## src/hdl/nfc_response_frame_parser_macros.svh

```systemverilog
// ---------------------------------------------------------------------------
// NFC response frame parser assertion macros
// Shared concurrent assertion forms, clocked on clk and disabled in rst.
// ---------------------------------------------------------------------------
`ifndef NFC_RESPONSE_FRAME_PARSER_MACROS_SVH
`define NFC_RESPONSE_FRAME_PARSER_MACROS_SVH

// same-cycle implication
`define NFCRP_ASSERT_IMPL(name, ante, cons) \
  name: assert property (@(posedge clk) disable iff (rst) (ante) |-> (cons)) \
    else $error("nfcrp assertion failed");

// next-cycle implication
`define NFCRP_ASSERT_NEXT(name, ante, cons) \
  name: assert property (@(posedge clk) disable iff (rst) (ante) |=> (cons)) \
    else $error("nfcrp assertion failed");

`endif

```

## src/hdl/nfcrp_pkg.sv

```systemverilog
// ---------------------------------------------------------------------------
// NFC response frame parser package
// Types and constants shared by the parser modules.
// ---------------------------------------------------------------------------
package nfcrp_pkg;

  localparam int BYTE_W = 8;
  localparam int STATUS_W = 3;
  localparam int CFG_INDEX_W = 1;

  localparam logic [BYTE_W-1:0] HDR_ZERO = 8'h00;
  localparam logic [BYTE_W-1:0] HDR_START = 8'hFF;
  localparam logic [BYTE_W-1:0] FRAME_ID_RESPONSE = 8'hD5;
  localparam logic [BYTE_W-1:0] LEN_OVERHEAD = 8'd2;

  localparam logic [BYTE_W-1:0] RESET_EXPECTED_CODE = 8'd0;
  localparam logic [BYTE_W-1:0] RESET_PAYLOAD_CAPACITY = 8'd255;

  localparam logic [CFG_INDEX_W-1:0] REG_EXPECTED_CODE = 1'd0;
  localparam logic [CFG_INDEX_W-1:0] REG_PAYLOAD_CAPACITY = 1'd1;

  typedef enum logic [STATUS_W-1:0] {
    ST_OK         = 3'd0,
    ST_BAD_HEADER = 3'd1,
    ST_BAD_LCS    = 3'd2,
    ST_UNEXPECTED = 3'd3,
    ST_TOO_LARGE  = 3'd4
  } status_t;

  typedef enum logic [2:0] {
    POS_PRE0  = 3'd0,
    POS_PRE1  = 3'd1,
    POS_START = 3'd2,
    POS_LEN   = 3'd3,
    POS_LCS   = 3'd4,
    POS_TFI   = 3'd5,
    POS_CODE  = 3'd6,
    POS_DATA  = 3'd7
  } pos_t;

  typedef struct packed {
    logic              frame_start;
    logic [BYTE_W-1:0] rx_byte;
  } in_item_t;

  typedef struct packed {
    logic              has_data;
    logic [BYTE_W-1:0] payload_byte;
    status_t           status;
    logic              last;
  } result_t;

endpackage

```

## src/hdl/nfc_response_frame_parser.sv

```systemverilog
// ---------------------------------------------------------------------------
// NFC response frame parser
// Checks the header, length checksum, identifier and response code of a
// received frame and streams out its payload bytes or one status beat.
// ---------------------------------------------------------------------------
// Channel   Dir  Handshake          Payload
// s_axis    in   s_tvalid/s_tready  s_tdata = rx_byte, s_tuser = frame_start
// m_axis    out  m_tvalid/m_tready  m_tdata = payload_byte,
//                                   m_tuser = {status, has_data}, m_tlast
// cfg       in   cfg_we             cfg_addr, cfg_wdata
//
// One byte per cycle sustained while no result waits on m_tready; a result
// passes through the input register and then the result register.
// Bytes that give no result pass through without waiting on m_tready.
// rst clears both registers and leaves the parser idle until frame_start.
// ---------------------------------------------------------------------------
module nfc_response_frame_parser
  import nfcrp_pkg::*;
#(
  parameter logic [BYTE_W-1:0] EXPECTED_CODE_RESET = RESET_EXPECTED_CODE,
  parameter logic [BYTE_W-1:0] CAPACITY_RESET      = RESET_PAYLOAD_CAPACITY
) (
  input  logic                     clk,
  input  logic                     rst,
  input  logic                     s_tvalid,
  output logic                     s_tready,
  input  logic [BYTE_W-1:0]        s_tdata,   // [7:0] rx_byte
  input  logic                     s_tuser,   // [0] frame_start
  output logic                     m_tvalid,
  input  logic                     m_tready,
  output logic [BYTE_W-1:0]        m_tdata,   // [7:0] payload_byte
  output logic [STATUS_W:0]        m_tuser,   // [0] has_data, [3:1] status
  output logic                     m_tlast,
  input  logic                     cfg_we,
  input  logic [CFG_INDEX_W-1:0]   cfg_addr,
  input  logic [BYTE_W-1:0]        cfg_wdata
);

  logic [BYTE_W-1:0] expected_code;
  logic [BYTE_W-1:0] payload_capacity;
  in_item_t          in_item;
  in_item_t          item;
  logic              item_valid;
  logic              take;
  logic              out_free;
  logic              res_valid;
  result_t           res;
  result_t           out_res;

  always_ff @(posedge clk) begin
    if (rst) begin
      expected_code    <= EXPECTED_CODE_RESET;
      payload_capacity <= CAPACITY_RESET;
    end else if (cfg_we) begin
      unique case (cfg_addr)
        REG_EXPECTED_CODE:    expected_code    <= cfg_wdata;
        REG_PAYLOAD_CAPACITY: payload_capacity <= cfg_wdata;
        default: begin
        end
      endcase
    end
  end

  assign in_item.frame_start = s_tuser;
  assign in_item.rx_byte     = s_tdata;

  nfcrp_in_reg u_in_reg (
    .clk        (clk),
    .rst        (rst),
    .in_valid   (s_tvalid),
    .in_ready   (s_tready),
    .in_item    (in_item),
    .item_valid (item_valid),
    .item       (item),
    .take       (take)
  );

  nfcrp_parse u_parse (
    .clk              (clk),
    .rst              (rst),
    .item_valid       (item_valid),
    .item             (item),
    .out_free         (out_free),
    .expected_code    (expected_code),
    .payload_capacity (payload_capacity),
    .take             (take),
    .res_valid        (res_valid),
    .res              (res)
  );

  nfcrp_out_reg u_out_reg (
    .clk       (clk),
    .rst       (rst),
    .load      (take && res_valid),
    .load_res  (res),
    .out_free  (out_free),
    .out_valid (m_tvalid),
    .out_ready (m_tready),
    .out_res   (out_res)
  );

  assign m_tdata = out_res.payload_byte;
  assign m_tuser = {out_res.status, out_res.has_data};
  assign m_tlast = out_res.last;

endmodule

```

## src/hdl/nfcrp_in_reg.sv

```systemverilog
// ---------------------------------------------------------------------------
// NFC response frame parser input register
// Holds one received beat until the parse stage takes it.
// ---------------------------------------------------------------------------
module nfcrp_in_reg
  import nfcrp_pkg::*;
(
  input  logic     clk,
  input  logic     rst,
  input  logic     in_valid,
  output logic     in_ready,
  input  in_item_t in_item,
  output logic     item_valid,
  output in_item_t item,
  input  logic     take
);

  assign in_ready = !item_valid || take;

  always_ff @(posedge clk) begin
    if (rst) begin
      item_valid <= 1'b0;
    end else if (in_ready) begin
      item_valid <= in_valid;
    end
  end

  always_ff @(posedge clk) begin
    if (in_ready && in_valid) begin
      item <= in_item;
    end
  end

endmodule

```

## src/hdl/nfcrp_parse.sv

```systemverilog
// ---------------------------------------------------------------------------
// NFC response frame parser decode stage
// Tracks frame position, checks header, length, identifier and code,
// and forms at most one result per byte.
// ---------------------------------------------------------------------------
`include "nfc_response_frame_parser_macros.svh"

module nfcrp_parse
  import nfcrp_pkg::*;
(
  input  logic              clk,
  input  logic              rst,
  input  logic              item_valid,
  input  in_item_t          item,
  input  logic              out_free,
  input  logic [BYTE_W-1:0] expected_code,
  input  logic [BYTE_W-1:0] payload_capacity,
  output logic              take,
  output logic              res_valid,
  output result_t           res
);

  pos_t              pos, pos_next;
  logic [BYTE_W-1:0] frame_length, frame_length_next;
  logic [BYTE_W-1:0] remaining, remaining_next;
  logic              finished, finished_next;

  pos_t              eff_pos;
  logic [BYTE_W-1:0] eff_len;
  logic [BYTE_W-1:0] eff_rem;
  logic              eff_fin;
  logic [BYTE_W-1:0] plen;
  logic [BYTE_W-1:0] rem_dec;
  logic              done;

  assign eff_pos = item.frame_start ? POS_PRE0 : pos;
  assign eff_len = item.frame_start ? '0 : frame_length;
  assign eff_rem = item.frame_start ? '0 : remaining;
  assign eff_fin = item.frame_start ? 1'b0 : finished;
  assign plen    = eff_len - LEN_OVERHEAD;
  assign rem_dec = eff_rem - 8'd1;

  assign take = item_valid && (!res_valid || out_free);

  // results and frame end
  always_comb begin
    res_valid        = 1'b0;
    res.has_data     = 1'b0;
    res.payload_byte = '0;
    res.status       = ST_OK;
    res.last         = 1'b1;
    done             = 1'b0;
    if (item_valid && !eff_fin) begin
      unique case (eff_pos)
        POS_PRE0, POS_PRE1: begin
          if (item.rx_byte != HDR_ZERO) begin
            res_valid  = 1'b1;
            res.status = ST_BAD_HEADER;
          end
        end
        POS_START: begin
          if (item.rx_byte != HDR_START) begin
            res_valid  = 1'b1;
            res.status = ST_BAD_HEADER;
          end
        end
        POS_LEN: begin
        end
        POS_LCS: begin
          if (eff_len + item.rx_byte != '0) begin
            res_valid  = 1'b1;
            res.status = ST_BAD_LCS;
          end
        end
        POS_TFI: begin
          if (item.rx_byte != FRAME_ID_RESPONSE) begin
            res_valid  = 1'b1;
            res.status = ST_UNEXPECTED;
          end
        end
        POS_CODE: begin
          if (item.rx_byte != expected_code) begin
            res_valid  = 1'b1;
            res.status = ST_UNEXPECTED;
          end else if (plen > payload_capacity) begin
            res_valid  = 1'b1;
            res.status = ST_TOO_LARGE;
          end else if (plen == '0) begin
            res_valid  = 1'b1;
            res.status = ST_OK;
          end
        end
        POS_DATA: begin
          if (eff_rem == '0) begin
            done = 1'b1;
          end else begin
            res_valid        = 1'b1;
            res.has_data     = 1'b1;
            res.payload_byte = item.rx_byte;
            res.last         = (rem_dec == '0);
          end
        end
        default: begin
        end
      endcase
    end
    if (res_valid && res.last) begin
      done = 1'b1;
    end
  end

  // next state
  always_comb begin
    pos_next          = pos;
    frame_length_next = eff_len;
    remaining_next    = eff_rem;
    finished_next     = eff_fin || done;
    if (eff_fin) begin
      pos_next = eff_pos;
    end else begin
      unique case (eff_pos)
        POS_PRE0:  pos_next = POS_PRE1;
        POS_PRE1:  pos_next = POS_START;
        POS_START: pos_next = POS_LEN;
        POS_LEN: begin
          pos_next          = POS_LCS;
          frame_length_next = item.rx_byte;
        end
        POS_LCS:   pos_next = POS_TFI;
        POS_TFI:   pos_next = POS_CODE;
        POS_CODE: begin
          pos_next = POS_DATA;
          if (!res_valid) begin
            remaining_next = plen;
          end
        end
        POS_DATA: begin
          pos_next = POS_DATA;
          if (eff_rem != '0) begin
            remaining_next = rem_dec;
          end
        end
        default:   pos_next = POS_PRE0;
      endcase
    end
  end

  always_ff @(posedge clk) begin
    if (rst) begin
      pos          <= POS_PRE0;
      frame_length <= '0;
      remaining    <= '0;
      finished     <= 1'b1;
    end else if (take) begin
      pos          <= pos_next;
      frame_length <= frame_length_next;
      remaining    <= remaining_next;
      finished     <= finished_next;
    end
  end

  `NFCRP_ASSERT_IMPL(a_data_is_ok, res_valid && res.has_data, res.status == ST_OK)
  `NFCRP_ASSERT_NEXT(a_finished_holds, finished && !(take && item.frame_start), finished)
  `NFCRP_ASSERT_NEXT(a_data_pos_holds, pos == POS_DATA && !(take && item.frame_start), pos == POS_DATA)
  `NFCRP_ASSERT_IMPL(a_data_needs_count, res_valid && res.has_data && !item.frame_start, remaining != '0)

endmodule

```

## src/hdl/nfcrp_out_reg.sv

```systemverilog
// ---------------------------------------------------------------------------
// NFC response frame parser result register
// Holds one result beat until the downstream side takes it.
// ---------------------------------------------------------------------------
module nfcrp_out_reg
  import nfcrp_pkg::*;
(
  input  logic    clk,
  input  logic    rst,
  input  logic    load,
  input  result_t load_res,
  output logic    out_free,
  output logic    out_valid,
  input  logic    out_ready,
  output result_t out_res
);

  assign out_free = !out_valid || out_ready;

  always_ff @(posedge clk) begin
    if (rst) begin
      out_valid <= 1'b0;
    end else if (out_free) begin
      out_valid <= load;
    end
  end

  always_ff @(posedge clk) begin
    if (load && out_free) begin
      out_res <= load_res;
    end
  end

endmodule
```

## config.mk

```make
export PLATFORM = sky130hd
export DESIGN_NAME = nfc_response_frame_parser
export DESIGN_NICKNAME = d
export VERILOG_FILES = /design/src/hdl/nfcrp_pkg.sv /design/src/hdl/nfc_response_frame_parser.sv /design/src/hdl/nfcrp_in_reg.sv /design/src/hdl/nfcrp_parse.sv /design/src/hdl/nfcrp_out_reg.sv
export VERILOG_INCLUDE_DIRS = /design/src /design/src/hdl
export SDC_FILE = /design/constraint.sdc
export NUM_CORES = 1
export LEC_CHECK = 0
export BUFFER_PORTS_ARGS = -buffer_cell sky130_fd_sc_hd__buf_2
export CORE_MARGIN = 2
export CORE_UTILIZATION = 35
export DETAILED_ROUTE_END_ITERATION = 10
export HOLD_SLACK_MARGIN = 0.03
export SYNTH_ARGS = -nofsm -noshare
export SYNTH_HDL_FRONTEND = slang
export SYNTH_HIERARCHICAL = 1
export SYNTH_SLANG_ARGS = --single-unit
```

## constraint.sdc

```tcl
create_clock -name clk -period 12.7 [get_ports clk]
set_input_delay 2.54 -clock clk [delete_from_list [all_inputs] [get_ports clk]]
set_output_delay 2.54 -clock clk [all_outputs]
set_load 0.005 [all_outputs]
```

==> results.sh <==
export IMPL_status="complete, no violations"
export IMPL_die_area_sq_mm=0.0126
export IMPL_synth_edf_count=22
export IMPL_syn_num_nets=502
export IMPL_max_freq_ghz=0.133
export IMPL_yosysTopAreaCell="dfxtp_1"
export IMPL_cts_resized=0
export IMPL_critical_path_cell_chain="buf_4, inv_1, nand2_1, inv_1, ha_1, a21o_1, maj3_1, o211ai_1, o211ai_1, a221o_1, and4_1, o211ai_2, inv_2, nand2b_4, buf_2"
export IMPL_place_congestion=0.889
export IMPL_setup_ws_ns=5.18
export IMPL_clk_pin_slew_worst_paths_ns=0.05
export IMPL_hold_violations=0
export IMPL_post_cts_setup_buffers=0
export IMPL_yosys_top_cells_count="dfxtp_1, nor2_1, o21ai_0"
export IMPL_regArea_sq_mm=0.00142
export IMPL_worst_pin_slew_ns=0.956
export IMPL_cp_slowest_cell="o211ai_2"
export IMPL_async_flop_share=0
export IMPL_postRouteWirelength_microns=10600
export IMPL_path_buf_inv=5
export IMPL_clkLatencyLatePin_ns=0.34
export IMPL_fin_nets=519
export IMPL_num_rows=39
export IMPL_worstPathArrival_ns=4.98
export IMPL_dieWidth_microns=112
export IMPL_boundaryPins=38
export IMPL_yosysMostFrequentCell="dfxtp_1"
export IMPL_required_ns=10.16
export IMPL_drc=0
export IMPL_slew_headroom=0.358
export IMPL_start_kind="flip-flop"
export IMPL_yosysWarnings=6
export IMPL_rsz0062_at_grt="false"
export IMPL_port_buffers=37
export IMPL_post_dp_hpwl_microns=7490
export IMPL_fin_crit_ns=7.52
export IMPL_synthFlopType="dfxtp_1"
export IMPL_maxCapViolations=0
export IMPL_fillers=1183
export IMPL_drtPass1Iterations=5
export IMPL_antenna_found_initial=0
export IMPL_hold_buffers=0
export IMPL_critPathMaxStageDelay_ns=0.51
export IMPL_cp_max_fo=47
export IMPL_slew_violations=0
export IMPL_drt_iter0_drc=271
export IMPL_drive_gt1_frac=0.168
export IMPL_min_path_type="flip-flop to flip-flop"
export IMPL_fin_setup_tns_ns=0
export IMPL_overflow=0
export IMPL_place_ws_ns=5.59
export IMPL_cts_root_buf="clkbuf_16"
export IMPL_clkSinkCount=60
export IMPL_wl_per_cell_microns=16.7
export IMPL_synth_top_area_frac=0.186
export IMPL_n_antenna_cell=0
export IMPL_synth_cell_types=72
export IMPL_finalSetupViolCount=0
export IMPL_cp_end_kind="output port"
export IMPL_start_util=0.358
export IMPL_die_h_microns=112
export IMPL_worst_path_dominant_cell_family="buffers and inverters"
export IMPL_syn_to_final_growth_pct=12.4
export IMPL_htree_levels=3
export IMPL_vias_per_cell=5.78
export IMPL_power_leakage_nw=1.70
export IMPL_vias=3654
export IMPL_timing_final_crit_share=0.592
export IMPL_numCtsBuffers=9
export IMPL_syn_area_sq_mm=0.00409
export IMPL_syn_avg_cell_area_sq_um=8.75
export IMPL_r2r_slack_ns=7.63
export IMPL_grt_first_pass_wirelength_microns=17500
export IMPL_cts_tree="yes"
export IMPL_synth_area_leaders="dfxtp_1, edfxtp_1, o21ai_0, ha_1, a21oi_1"
export IMPL_power_density_mw_per_mm2=111
export IMPL_fin_skew_ns=0.00869
export IMPL_ant_nets=0
export IMPL_multi_input_area_sq_mm=0.00243
export IMPL_ys_seq_area_frac=0.348
export IMPL_ys_ff_latch=60
export IMPL_syn_instance_count=467
export IMPL_power_total_uw=510
export IMPL_grt_pass1_vias=3369
export IMPL_peakVddDrop_mv=0.0773
export IMPL_grt_max_degree=49
export IMPL_crit_type="flip-flop to output port"
export IMPL_design_core_area_sq_mm=0.0114
export IMPL_grt_usage=0.174
export IMPL_fin_hold_ws_ns=0.466
export IMPL_clockBufferDepth=2
through the flow:
step           instance area (sq um)  instances  utilization
2_1_floorplan                   4090        467            -
3_3_place_gp                    4300        616        0.377
3_5_place_dp                    4300        616        0.377
4_1_cts                         4590        632        0.402
5_1_grt                         4590        632        0.402
6_report                        4590        632        0.402
metal layers:
metal	GRT usage	vias up	part of all wire
met1	0.249	1732	0.48
met2	0.259	127	0.44
met3	0.0373	18	0.062
met5	0	-	0
met4	0.0675	0	0.019
li1	-	1777	-
cells in the final DEF, fill, tap and decap left out, drive strengths merged, types with 4 or more instances in the layout:
cell type | netlist | layout
and4 | 4 | 4
nor2b | 7 | 7
a211oi | 9 | 9
buf | 13 | 40
nor2 | 31 | 31
dfxtp | 38 | 38
o21ai | 33 | 33
mux2i | 7 | 7
nor4 | 9 | 9
edfxtp | 22 | 22
a211o | 9 | 9
nand3 | 18 | 18
nand2 | 26 | 26
and2 | 11 | 11
a31o | 4 | 4
o31ai | 4 | 4
o2111ai | 4 | 4
clkbuf | 21 | 13
nand2b | 15 | 15
a31oi | 4 | 4
nor3 | 13 | 13
xor2 | 14 | 14
nand4bb | 8 | 8
xnor2 | 8 | 8
ha | 11 | 11
o211ai | 5 | 5
nand4 | 5 | 5
inv | 18 | 18
a21o | 6 | 6
o22ai | 4 | 4
o21a | 4 | 4
a21oi | 29 | 29
and3 | 13 | 13
worst paths after layout:
| check | endpoint | cells after the start | start |
|---|---|---|---|
| max reg2reg | u_out_reg/out_res[6] | 15 | u_in_reg/item[8] |
| min reg2reg | payload_capacity[5] | 1 | payload_capacity[5] |
| max | s_tready | 15 | u_in_reg/item[8] |
| min | payload_capacity[5] | 1 | payload_capacity[5] |
cell families (layout without fill, tap and decap cells):
logic type / after synthesis / in the layout / share of synthesized area
AND/OR/NAND/NOR: 179 / 179 / 0.261
AO/OA/AOI/OAI: 133 / 133 / 0.224
flip-flops: 60 / 60 / 0.348
buffers and inverters: 52 / 74 / 0.0582
XOR/XNOR: 22 / 22 / 0.0472
adder cells (fa/ha/maj): 14 / 14 / 0.0438
multiplexers: 7 / 7 / 0.0171
state kept, by name (all words and copies together) (netlist names):
name                  count
u_in_reg/item             9
payload_capacity          8
u_out_reg/out_valid       1
u_parse/frame_length      8
u_parse/finished          1
u_parse/pos               3
u_out_reg/out_res        13
u_in_reg/item_valid       1
u_parse/remaining         8
expected_code             8
power by group:
| group | switching, mW | leakage, nW | internal (mW) | total [mW] |
|---|---|---|---|---|
| Sequential | 0.0104 | 0.515 | 0.207 | 0.217 |
| Clock | 0.0826 | 0.141 | 0.156 | 0.239 |
| Combinational | 0.0314 | 1.05 | 0.0233 | 0.0547 |
| Total | 0.124 | 1.70 | 0.386 | 0.510 |
worst register-to-register path: cells and delay by family (launching register included):
family,cells,cell delay [ns]
compound gates,4,0.81
fa+ha+maj,2,0.70
buf+inv,4,1.51
simple gates,5,1.44
flops,1,0.31
final cells by class:
cell class,instances,area share
Multi-Input combinational cell,355,0.529
Sequential cell,60,0.310
Clock buffer,13,0.0545
Timing Repair Buffer,40,0.0452
Tap cell,143,0.0390
Inverter,18,0.0147
Clock inverter,3,0.00845
Power figures use the tool's default switching activity.
